<file path="config.mk">
export PLATFORM = sky130hd
export DESIGN_NAME = escape_run_length_decoder
export DESIGN_NICKNAME = d
export VERILOG_FILES = /design/src/sv/erld_pkg.sv /design/src/sv/erld_in_stage.sv /design/src/sv/erld_decode.sv /design/src/sv/escape_run_length_decoder.sv
export SDC_FILE = /design/constraint.sdc
export NUM_CORES = 1
export LEC_CHECK = 0
export BUFFER_PORTS_ARGS = -buffer_cell sky130_fd_sc_hd__buf_2
export CAP_MARGIN = 30
export CORE_MARGIN = 2
export CORE_UTILIZATION = 25
export CTS_BUF_LIST = sky130_fd_sc_hd__clkbuf_2
export DETAILED_ROUTE_END_ITERATION = 10
export SYNTH_ARGS = -nofsm -noshare
export SYNTH_HDL_FRONTEND = slang
export SYNTH_SLANG_ARGS = --single-unit
export TNS_END_PERCENT = 5
</file>
<file path="constraint.sdc">
create_clock -name clk -period 4.9 [get_ports clk]
set_clock_uncertainty 0.1 [all_clocks]
set_input_delay 0.49 -clock clk [delete_from_list [all_inputs] [get_ports clk]]
set_output_delay 0.49 -clock clk [all_outputs]
set_load 0.02 [all_outputs]
</file>
<file path="src/sv/erld_pkg.sv">
// Types and constants of the escape run-length decoder.
`default_nettype none
package erld_pkg;

  // Decoder phases, one-hot.
  typedef enum logic [7:0] {
    PH_ID      = 8'b0000_0001,
    PH_PACK    = 8'b0000_0010,
    PH_SPECIAL = 8'b0000_0100,
    PH_CODE    = 8'b0000_1000,
    PH_IDCOUNT = 8'b0001_0000,
    PH_DATA    = 8'b0010_0000,
    PH_SPCOUNT = 8'b0100_0000,
    PH_FULL    = 8'b1000_0000
  } phase_t;

  // One stream byte held in the input register.
  typedef struct packed {
    logic [7:0] data_byte;
    logic       first;
  } stage_t;

  // One run token.
  typedef struct packed {
    logic [7:0]  run_value;
    logic [8:0]  run_length;
    logic [14:0] run_start;
    logic        frame_done;
  } result_t;

endpackage
`default_nettype wire

</file>
<file path="src/sv/erld_in_stage.sv">
// Input register of the escape run-length decoder.
`default_nettype none
module erld_in_stage (
  input  wire logic            clk,
  input  wire logic            rst_n,
  input  wire logic            in_valid,
  input  wire logic            load,
  input  wire erld_pkg::stage_t in_item,
  input  wire logic            advance,
  output logic                 item_valid,
  output erld_pkg::stage_t     item
);
  import erld_pkg::*;

  logic   valid_r;
  logic   valid_nxt;
  stage_t item_r;

  always_comb begin
    valid_nxt = valid_r;
    if (load) begin
      valid_nxt = 1'b1;
    end else if (advance) begin
      valid_nxt = 1'b0;
    end
  end

  always_ff @(posedge clk) begin
    if (!rst_n) begin
      valid_r <= 1'b0;
    end else begin
      valid_r <= valid_nxt;
    end
  end

  // Hold the byte until the decoder consumes it.
  always_ff @(posedge clk) begin
    if (load && in_valid) begin
      item_r <= in_item;
    end
  end

  assign item_valid = valid_r;
  assign item       = item_r;
endmodule
`default_nettype wire

</file>
<file path="src/sv/erld_decode.sv">
// Header latch, phase machine and run clamping of the escape run-length decoder.
`default_nettype none
module erld_decode #(
  parameter int unsigned FRAME_BYTES = 32000
) (
  input  wire logic             clk,
  input  wire logic             rst_n,
  input  wire logic             item_valid,
  input  wire erld_pkg::stage_t item,
  input  wire logic             advance,
  output logic                  emit,
  output erld_pkg::result_t     result
);
  import erld_pkg::*;

  localparam logic [14:0] FRAME_LEFT = 15'(FRAME_BYTES);

  phase_t      phase_r, phase_nxt;
  logic [7:0]  id_code_r, id_code_nxt;
  logic [7:0]  pack_value_r, pack_value_nxt;
  logic [7:0]  special_code_r, special_code_nxt;
  logic [7:0]  held_data_r, held_data_nxt;
  logic [14:0] bytes_left_r, bytes_left_nxt;

  phase_t      eff_phase;
  logic [14:0] eff_left;
  logic [14:0] left_after;
  logic [8:0]  len_raw;
  logic [8:0]  len_clamped;
  logic [7:0]  value;
  logic        emit_raw;

  always_comb begin
    // A first byte restarts the picture before it is decoded.
    eff_phase        = item.first ? PH_ID : phase_r;
    eff_left         = item.first ? FRAME_LEFT : bytes_left_r;
    phase_nxt        = eff_phase;
    id_code_nxt      = id_code_r;
    pack_value_nxt   = pack_value_r;
    special_code_nxt = special_code_r;
    held_data_nxt    = held_data_r;
    emit_raw         = 1'b0;
    value            = item.data_byte;
    len_raw          = 9'd1;
    case (eff_phase)
      PH_ID: begin
        id_code_nxt = item.data_byte;
        phase_nxt   = PH_PACK;
      end
      PH_PACK: begin
        pack_value_nxt = item.data_byte;
        phase_nxt      = PH_SPECIAL;
      end
      PH_SPECIAL: begin
        special_code_nxt = item.data_byte;
        phase_nxt        = PH_CODE;
      end
      PH_CODE: begin
        // Id code wins over the special code.
        if (item.data_byte == id_code_r) begin
          phase_nxt = PH_IDCOUNT;
        end else if (item.data_byte == special_code_r) begin
          phase_nxt = PH_DATA;
        end else begin
          emit_raw = 1'b1;
        end
      end
      PH_IDCOUNT: begin
        emit_raw = 1'b1;
        value    = pack_value_r;
        len_raw  = {1'b0, item.data_byte} + 9'd1;
      end
      PH_DATA: begin
        held_data_nxt = item.data_byte;
        phase_nxt     = PH_SPCOUNT;
      end
      PH_SPCOUNT: begin
        emit_raw = 1'b1;
        value    = held_data_r;
        len_raw  = {1'b0, item.data_byte} + 9'd1;
      end
      PH_FULL: begin
        phase_nxt = PH_FULL;
      end
      default: begin
        phase_nxt = PH_ID;
      end
    endcase

    // Clamp the run to what is left of the frame.
    if ({6'b0, len_raw} > eff_left) begin
      len_clamped = eff_left[8:0];
    end else begin
      len_clamped = len_raw;
    end
    left_after     = eff_left - {6'b0, len_clamped};
    bytes_left_nxt = eff_left;
    if (emit_raw) begin
      bytes_left_nxt = left_after;
      phase_nxt      = (left_after == 15'd0) ? PH_FULL : PH_CODE;
    end
  end

  always_ff @(posedge clk) begin
    if (!rst_n) begin
      phase_r        <= PH_ID;
      id_code_r      <= 8'd0;
      pack_value_r   <= 8'd0;
      special_code_r <= 8'd0;
      held_data_r    <= 8'd0;
      bytes_left_r   <= FRAME_LEFT;
    end else if (advance) begin
      phase_r        <= phase_nxt;
      id_code_r      <= id_code_nxt;
      pack_value_r   <= pack_value_nxt;
      special_code_r <= special_code_nxt;
      held_data_r    <= held_data_nxt;
      bytes_left_r   <= bytes_left_nxt;
    end
  end

  assign emit              = item_valid && emit_raw;
  assign result.run_value  = value;
  assign result.run_length = len_clamped;
  assign result.run_start  = FRAME_LEFT - eff_left;
  assign result.frame_done = (left_after == 15'd0);
endmodule
`default_nettype wire

</file>
<file path="src/sv/escape_run_length_decoder.sv">
// One byte per cycle while no held token stalls the output; a run token leaves on the byte that ends it.
// The input register feeds the phase machine, whose token lands in the output register.
// Reset (rst_n low, synchronous) empties both registers and re-arms for the id byte.
// After reset the frame counter holds FRAME_BYTES and the header codes read zero.
`default_nettype none
module escape_run_length_decoder #(
  parameter int unsigned FRAME_BYTES = 32000
) (
  input  wire logic        clk,
  input  wire logic        rst_n,
  input  wire logic        in_valid,
  output logic             in_stall,
  input  wire logic [7:0]  in_data_byte,
  input  wire logic        in_first,
  output logic             out_valid,
  input  wire logic        out_stall,
  output logic [7:0]       out_run_value,
  output logic [8:0]       out_run_length,
  output logic [14:0]      out_run_start,
  output logic             out_frame_done
);
  import erld_pkg::*;

  stage_t  in_item;
  stage_t  item;
  logic    item_valid;
  logic    in_load;
  logic    out_free;
  logic    dec_emit;
  logic    dec_fire;
  result_t dec_result;

  logic    out_valid_r, out_valid_nxt;
  result_t out_result_r;

  assign in_item.data_byte = in_data_byte;
  assign in_item.first     = in_first;

  // The output slot frees when it is empty or its token leaves this cycle.
  assign out_free = !out_valid_r || !out_stall;

  // Advance the held byte unless its token has nowhere to go.
  assign dec_fire = item_valid && (!dec_emit || out_free);

  // Take a new byte whenever the input register empties or is empty.
  assign in_stall = item_valid && !dec_fire;
  assign in_load  = in_valid && !in_stall;

  erld_in_stage u_in_stage (
    .clk        (clk),
    .rst_n      (rst_n),
    .in_valid   (in_valid),
    .load       (in_load),
    .in_item    (in_item),
    .advance    (dec_fire),
    .item_valid (item_valid),
    .item       (item)
  );

  erld_decode #(
    .FRAME_BYTES (FRAME_BYTES)
  ) u_decode (
    .clk        (clk),
    .rst_n      (rst_n),
    .item_valid (item_valid),
    .item       (item),
    .advance    (dec_fire),
    .emit       (dec_emit),
    .result     (dec_result)
  );

  // Output register: load a token when one is made, drop it once taken.
  always_comb begin
    out_valid_nxt = out_valid_r;
    if (dec_fire && dec_emit) begin
      out_valid_nxt = 1'b1;
    end else if (!out_stall) begin
      out_valid_nxt = 1'b0;
    end
  end

  always_ff @(posedge clk) begin
    if (!rst_n) begin
      out_valid_r <= 1'b0;
    end else begin
      out_valid_r <= out_valid_nxt;
    end
  end

  // Hold the token while the receiver stalls.
  always_ff @(posedge clk) begin
    if (dec_fire && dec_emit) begin
      out_result_r <= dec_result;
    end
  end

  assign out_valid      = out_valid_r;
  assign out_run_value  = out_result_r.run_value;
  assign out_run_length = out_result_r.run_length;
  assign out_run_start  = out_result_r.run_start;
  assign out_frame_done = out_result_r.frame_done;
endmodule
`default_nettype wire

</file>
### Word-level counts from Yosys, hierarchy flattened

Index checks and enable logic that the tools add are counted.

| storage, ports and cells | value |
|---|---|
| input port bits | 13 |
| output and inout bits | 35 |
| logic and storage cells | 67 |
| flip-flop bits (word level) | 99 |

| operators by class | value |
|---|---|
| eq/ne operators | 11 |
| order comparisons | 1 |
| mux-type cells | 18 |
| $add $sub $neg | 3 |
| reduce and logical (&&, ||, !) cells | 20 |

Operator list:

| kind | number |
|---|---|
| $pmux W8 S7 | 1 |
| $mux W8 | 5 |
| $mux W15 | 2 |
| $mux W9 | 2 |
| $eq A8 B8 Y1 | 2 |
| $pmux W8 S2 | 1 |
| $gt A9 B15 Y1 | 1 |
| $logic_not A15 Y1 | 1 |
| $sub A15 B15 Y15 const A | 1 |
| $sub A15 B9 Y15 | 1 |
| $add A8 B1 Y9 const B | 1 |
| $eq A8 B1 Y1 const B | 1 |
| $eq A8 B2 Y1 const B | 1 |
| $eq A8 B3 Y1 const B | 1 |
| $eq A8 B4 Y1 const B | 1 |
| $eq A8 B5 Y1 const B | 1 |
| $eq A8 B6 Y1 const B | 1 |
| $eq A8 B7 Y1 const B | 1 |
| $eq A8 B8 Y1 const B | 1 |
| $reduce_and A2 Y1 | 4 |
| $logic_and A1 B1 Y1 | 6 |
| $mux W1 | 6 |
| $logic_not A1 Y1 | 5 |
| $logic_or A1 B1 Y1 | 2 |
| 4 further kinds | 4 |

### Logic depth before layout (Yosys ltp)

| logic depth | value |
|---|---|
| word-level depth | 13 |
| gate-level depth with buffers | 27 |
| mapped depth without buffers | 24 |

### By module

A second synthesis with hierarchy kept.

| second synthesis, totals | value |
|---|---|
| cells, all modules | 602 |
| area, all modules | 5706.7 um^2 |

By module, submodules not included:

| module | sequential area each (um^2) | area an instance (um^2) | times used | cells each |
|---|---|---|---|---|
| erld_decode | 1101.1 | 4336.7 | 1 | 547 |
| escape_run_length_decoder | 1011.0 | 1052.3 | 1 | 42 |
| erld_in_stage | 290.3 | 317.8 | 1 | 13 |

### Worst setup path after synthesis

No wires, ideal clock.

| timing path | value |
|---|---|
| path type | register to register |
| start point | reg u_decode.phase_r[6] |
| end point | reg u_decode.phase_r[3] |
| stages on the path, launching flop included | 26 |
| period minus slack after synthesis | 5422 ps |
| library setup time | 119 ps |
| required time | 4681 ps |
| data arrival time | 5204 ps |
| buffers on the path | 3 |
| path slack | -522 ps |
| cells stage by stage | dfxtp_1 -> nor2_1 -> o21ai_0 -> a21o_1 -> clkbuf_1 -> nor2_1 -> ha_1 -> nand4_1 -> nor3_1 -> nor3_1 -> and3_1 -> a221o_1 -> buf_2 -> buf_4 -> mux2i_1 -> ha_1 -> inv_1 -> fa_1 -> a211oi_1 -> o21ai_0 -> a31o_2 -> or2_2 -> xnor2_1 -> nor2_1 -> a31oi_1 -> o221a_2 |

RTL lines:

| what | RTL line | text |
|---|---|---|
| start, declared | erld_decode.sv:18 | `phase_t phase_r, phase_nxt;` |
| start signal, assigned | erld_decode.sv:113 | `phase_r <= phase_nxt;` |

### Final worst setup path

| timing path | value |
|---|---|
| start point | reg u_in_stage.item_r (netlist bit u_in_stage.item[0]) |
| end point | reg u_decode.phase_r[3] |

| between the ends | value |
|---|---|
| longest elaborated chain between the ends | 10 |
| elaborated cells between the ends (all ways) | 26 |
| those cells by class | add/sub: 1; order compare: 1; eq/ne: 8; mux: 10; reduce/logical: 6 |

Ends and longest elaborated chain:

| what | RTL line | text |
|---|---|---|
| start, declared | erld_in_stage.sv:17 | `stage_t item_r;` |
| start signal, assigned | erld_in_stage.sv:39 | `item_r <= in_item;` |
| $mux W8 | erld_decode.sv:35 | `eff_phase = item.first ? PH_ID : phase_r;` |
| $eq A8 B5 Y1 / $eq A8 B7 Y1 (equally long branches) | erld_decode.sv:45 | `case (eff_phase)` |
| $reduce_or A2 Y1 (no source line) | n/a |  |
| $mux W9 | n/a |  |
| $gt A9 B15 Y1 | erld_decode.sv:91 | `if ({6'b0, len_raw} > eff_left) begin` |
| $mux W9 | erld_decode.sv:91 |  |
| $sub A15 B9 Y15 | erld_decode.sv:96 | `left_after = eff_left - {6'b0, len_clamped};` |
| $logic_not A15 Y1 | erld_decode.sv:100 | `phase_nxt = (left_after == 15'd0) ? PH_FULL : PH_CODE;` |
| $mux W8 | erld_decode.sv:100 |  |
| $mux W8 | erld_decode.sv:98 | `if (emit_raw) begin` |

Parallel ways exist; a longest one is shown, timed or not.
A chain may end at the register's enable or synchronous reset.

==> impl_metrics.toml <==
[pwr]
power_leakage_nw = 2.90
powerDensity_nw_per_um2 = 200
vdd_drop_max_v = 0.000138

[setup_path]
cp_max_fo = 16
path_class = "reg2reg"
end_kind = "register"
cp-start-kind = "register"
cp_slowest_cell = "edfxtp_1"
slowest_delay_ns = 0.56
cpMostUsedCell = "buf_4"
required_ns = 5.37
worstPathArrival_ns = 5.60
path_cells = "buf_4 > inv_1 > buf_4 > nand2_1 > ha_1 > nand3_1 > nor3_2 > nor3_2 > and3_1 > a221o_1 > buf_12 > mux2i_1 > buf_4 > fa_2 > a211oi_4 > o21ai_1 > a31o_2 > or2_4 > xnor2_1 > nor2_1 > a31oi_1 > o221a_2"

[synthesis]
yosys_warnings = 0
synth_cell_types = 64
ys_ff_latch = 99
avgSynthCellArea_um2 = 9.88
ys.flop_type = "dfxtp_1"
syn_area_um2 = 5540
syn_inst = 561
seq_area_frac_synth = 0.434
async_flop_share = 0
synth_edf_count = 42
syn-num-nets = 595

[clocking]
htreeDepth = 3
cts_sinks = 99
cts_tree = "done"
cts.path.max_buffers = 2
cts_root_buf = "clkbuf_2"
clkLatencyLatePin_ns = 0.65
clkSlewWorstSetupHoldPaths_ns = 0.28
numCtsBuffers = 9

[worst_hold_path]
hp-class = "in2reg"

[floorplanning]
initial_core_util = 0.254
core_um2 = 21800
row_count = 54
die_width_um = 153
ios = 48
die_h_um = 153
die-area_um2 = 23400

[grt]
grt_pass1_wl_mm = 23.1
antenna_found_initial = 0
grt_overflow = 0
grt_max_degree = 52
first_global_vias = 4399
grt.total_usage = 0.123

[status]
status = "finished with violations"
violations = "negative setup slack"

[sta]
fin_crit_ns = 5.13
fin_worst_hold_slack_ns = 0.0779
max_slew_margin = 0.282
layout_setup_ws_ns = -0.233
setup_viol = 3
grt_setup_unrepaired = "true"
fmax_mhz = 195
worst-slew-pin-transition_ns = 1.07
hold_viol = 0
slew_violations = 0
timing.final.crit_share = 1.05

[placement]
gp_congestion = 0.909
place_area_um2 = 6730
pre_cts_slack_ns = -0.305
place.detailed.hpwl_mm = 10.8
port_buffers = 47

[routing]
drt-total-wl_mm = 14.2
drt-initial-drc-count = 285
drc = 0
dr.pass1.iters = 4
wl_per_cell_um = 14.4
vias_per_cell = 4.54
ant_nets = 0
vias = 4487

[finish]
utilization = 0.323
fin_area_um2 = 7050
drive_above_1_share = 0.307
final_net_count = 738
antenna_cells = 0
syn2layout_area_growth_pct = 27.3

[flow_run]
drv_cap = 0
==> state kept, by name, indices dropped and copies added, names as in the netlist <==
name,cells
u_in_stage.item_valid,1
u_decode.special_code_r,8
u_decode.id_code_r,8
u_decode.bytes_left_r,15
out_run_value,8
out_frame_done,1
u_decode.phase_r,8
out_run_start,15
out_valid,1
out_run_length,9
u_decode.pack_value_r,8
u_in_stage.item,9
u_decode.held_data_r,8
==> worst paths after layout <==
path                                                       startpoint                                     to  slack, ns  cells after the start
worst max-delay path                     u_in_stage.item[0]$_DFFE_PP_       u_decode.phase_r[3]$_SDFFE_PN0P_      -0.23                     22
worst min-delay path                                        out_stall                 out_valid$_SDFFE_PN0P_       0.08                      3
worst max register to register           u_in_stage.item[0]$_DFFE_PP_       u_decode.phase_r[3]$_SDFFE_PN0P_      -0.23                     22
worst min register to register  u_decode.bytes_left_r[2]$_SDFFE_PN0P_  u_decode.bytes_left_r[2]$_SDFFE_PN0P_       0.38                      2
==> worst max-delay path, delay by kind of cell (launching register included) <==
| kind | cells | cell delay, ns |
|---|---|---|
| compound gates | 6 | 1.41 |
| xor+xnor | 1 | 0.12 |
| fa+ha+maj | 2 | 0.72 |
| buf+inv | 5 | 0.88 |
| flops | 1 | 0.56 |
| mux | 1 | 0.14 |
| simple gates | 7 | 1.11 |
==> routing by layer <==
metal | up-vias | global-route usage | share of wire
li1 | 2284 | - | -
met1 | 2101 | 0.163 | 0.48
met2 | 83 | 0.199 | 0.46
met3 | 19 | 0.0337 | 0.041
met4 | 0 | 0.0317 | 0.014
met5 | - | 0 | 0
==> placed cells by master, fill, tap and decap left out, drive strengths merged, types with 14 or more instances in the layout <==
master / n
ha: 20
nand2: 53
nand3: 14
nor2: 43
edfxtp: 42
inv: 23
dfxtp: 57
buf: 148
mux2i: 39
xor2: 23
o21ai: 22
nor3: 14
a21oi: 24
xnor2: 17
nor2b: 40
==> area by class of cell <==
type | instances | area (µm²)
sequential | 99 | 2400
tap | 280 | 350
inverter | 20 | 75.1
fill | 2243 | 14800
multi-input combinational | 416 | 3020
clock inverter | 7 | 51.3
clock buffer | 9 | 45.0
timing repair buffer | 158 | 1110
==> report_power, final <==
group / internal [mW] / switching [mW] / leakage [nW]
logic: 0.0666 / 0.0756 / 1.97
registers: 0.873 / 0.0159 / 0.869
clock network: 0.0726 / 0.306 / 0.0638
==> synth_stat cells (3+ instances only) <==
| cell type | n | area share |
|---|---|---|
| o211ai_1 | 4 | 0.0054 |
| o21ai_0 | 22 | 0.020 |
| buf_2 | 10 | 0.0090 |
| nand2b_1 | 5 | 0.0056 |
| nor4_1 | 3 | 0.0034 |
| nor3_1 | 14 | 0.013 |
| o21a_1 | 4 | 0.0054 |
| xnor2_1 | 17 | 0.027 |
| a21oi_1 | 21 | 0.019 |
| dfxtp_1 | 57 | 0.21 |
| mux2i_1 | 39 | 0.070 |
| a21oi_2 | 3 | 0.0047 |
| and3_1 | 5 | 0.0056 |
| edfxtp_1 | 42 | 0.23 |
| inv_1 | 20 | 0.014 |
| mux2_2 | 7 | 0.014 |
| nor4_2 | 3 | 0.0068 |
| ha_1 | 20 | 0.045 |
| a31oi_1 | 4 | 0.0045 |
| clkbuf_1 | 8 | 0.0054 |
| nand3_1 | 14 | 0.013 |
| xor2_1 | 23 | 0.036 |
| nand2_1 | 51 | 0.035 |
| buf_6 | 6 | 0.012 |
| nand4_1 | 4 | 0.0045 |
| nor2b_1 | 40 | 0.045 |
| or2_2 | 5 | 0.0056 |
| and2_1 | 3 | 0.0034 |
| nor2_1 | 42 | 0.028 |
| a32o_1 | 4 | 0.0072 |
| a21boi_0 | 4 | 0.0054 |
| a21o_1 | 5 | 0.0068 |
| a22oi_1 | 10 | 0.014 |
==> through the flow <==
stage | setup TNS [ns] | cells | total power, mW
floorplan | -0.0582 | 561 | 0.987
global placement | -0.387 | 958 | 1.04
detailed placement | -0.751 | 958 | 1.04
CTS | -0.479 | 989 | 1.43
global route | -2.00 | 989 | 1.48
finish | -0.610 | 989 | 1.41
==> timing repair <==
action,4_1_cts,5_1_grt
setup buffers,5,0
endpoints found under the setup margin,3,8
pin swaps,5,0
resized for setup,13,7
hold buffers,10,0
endpoints found under the hold margin,10,0
==> logic make-up (layout without fill, tap and decap cells) <==
group,Yosys count,after routing,share of synthesized area
buf+inv,46,194,0.0429
mux,47,47,0.0867
flops,99,99,0.434
simple gates,204,204,0.196
compound gates,104,104,0.128
fa+ha+maj,21,21,0.0488
xor+xnor,40,40,0.0632
No activity file was read; power rests on OpenSTA's default activity.
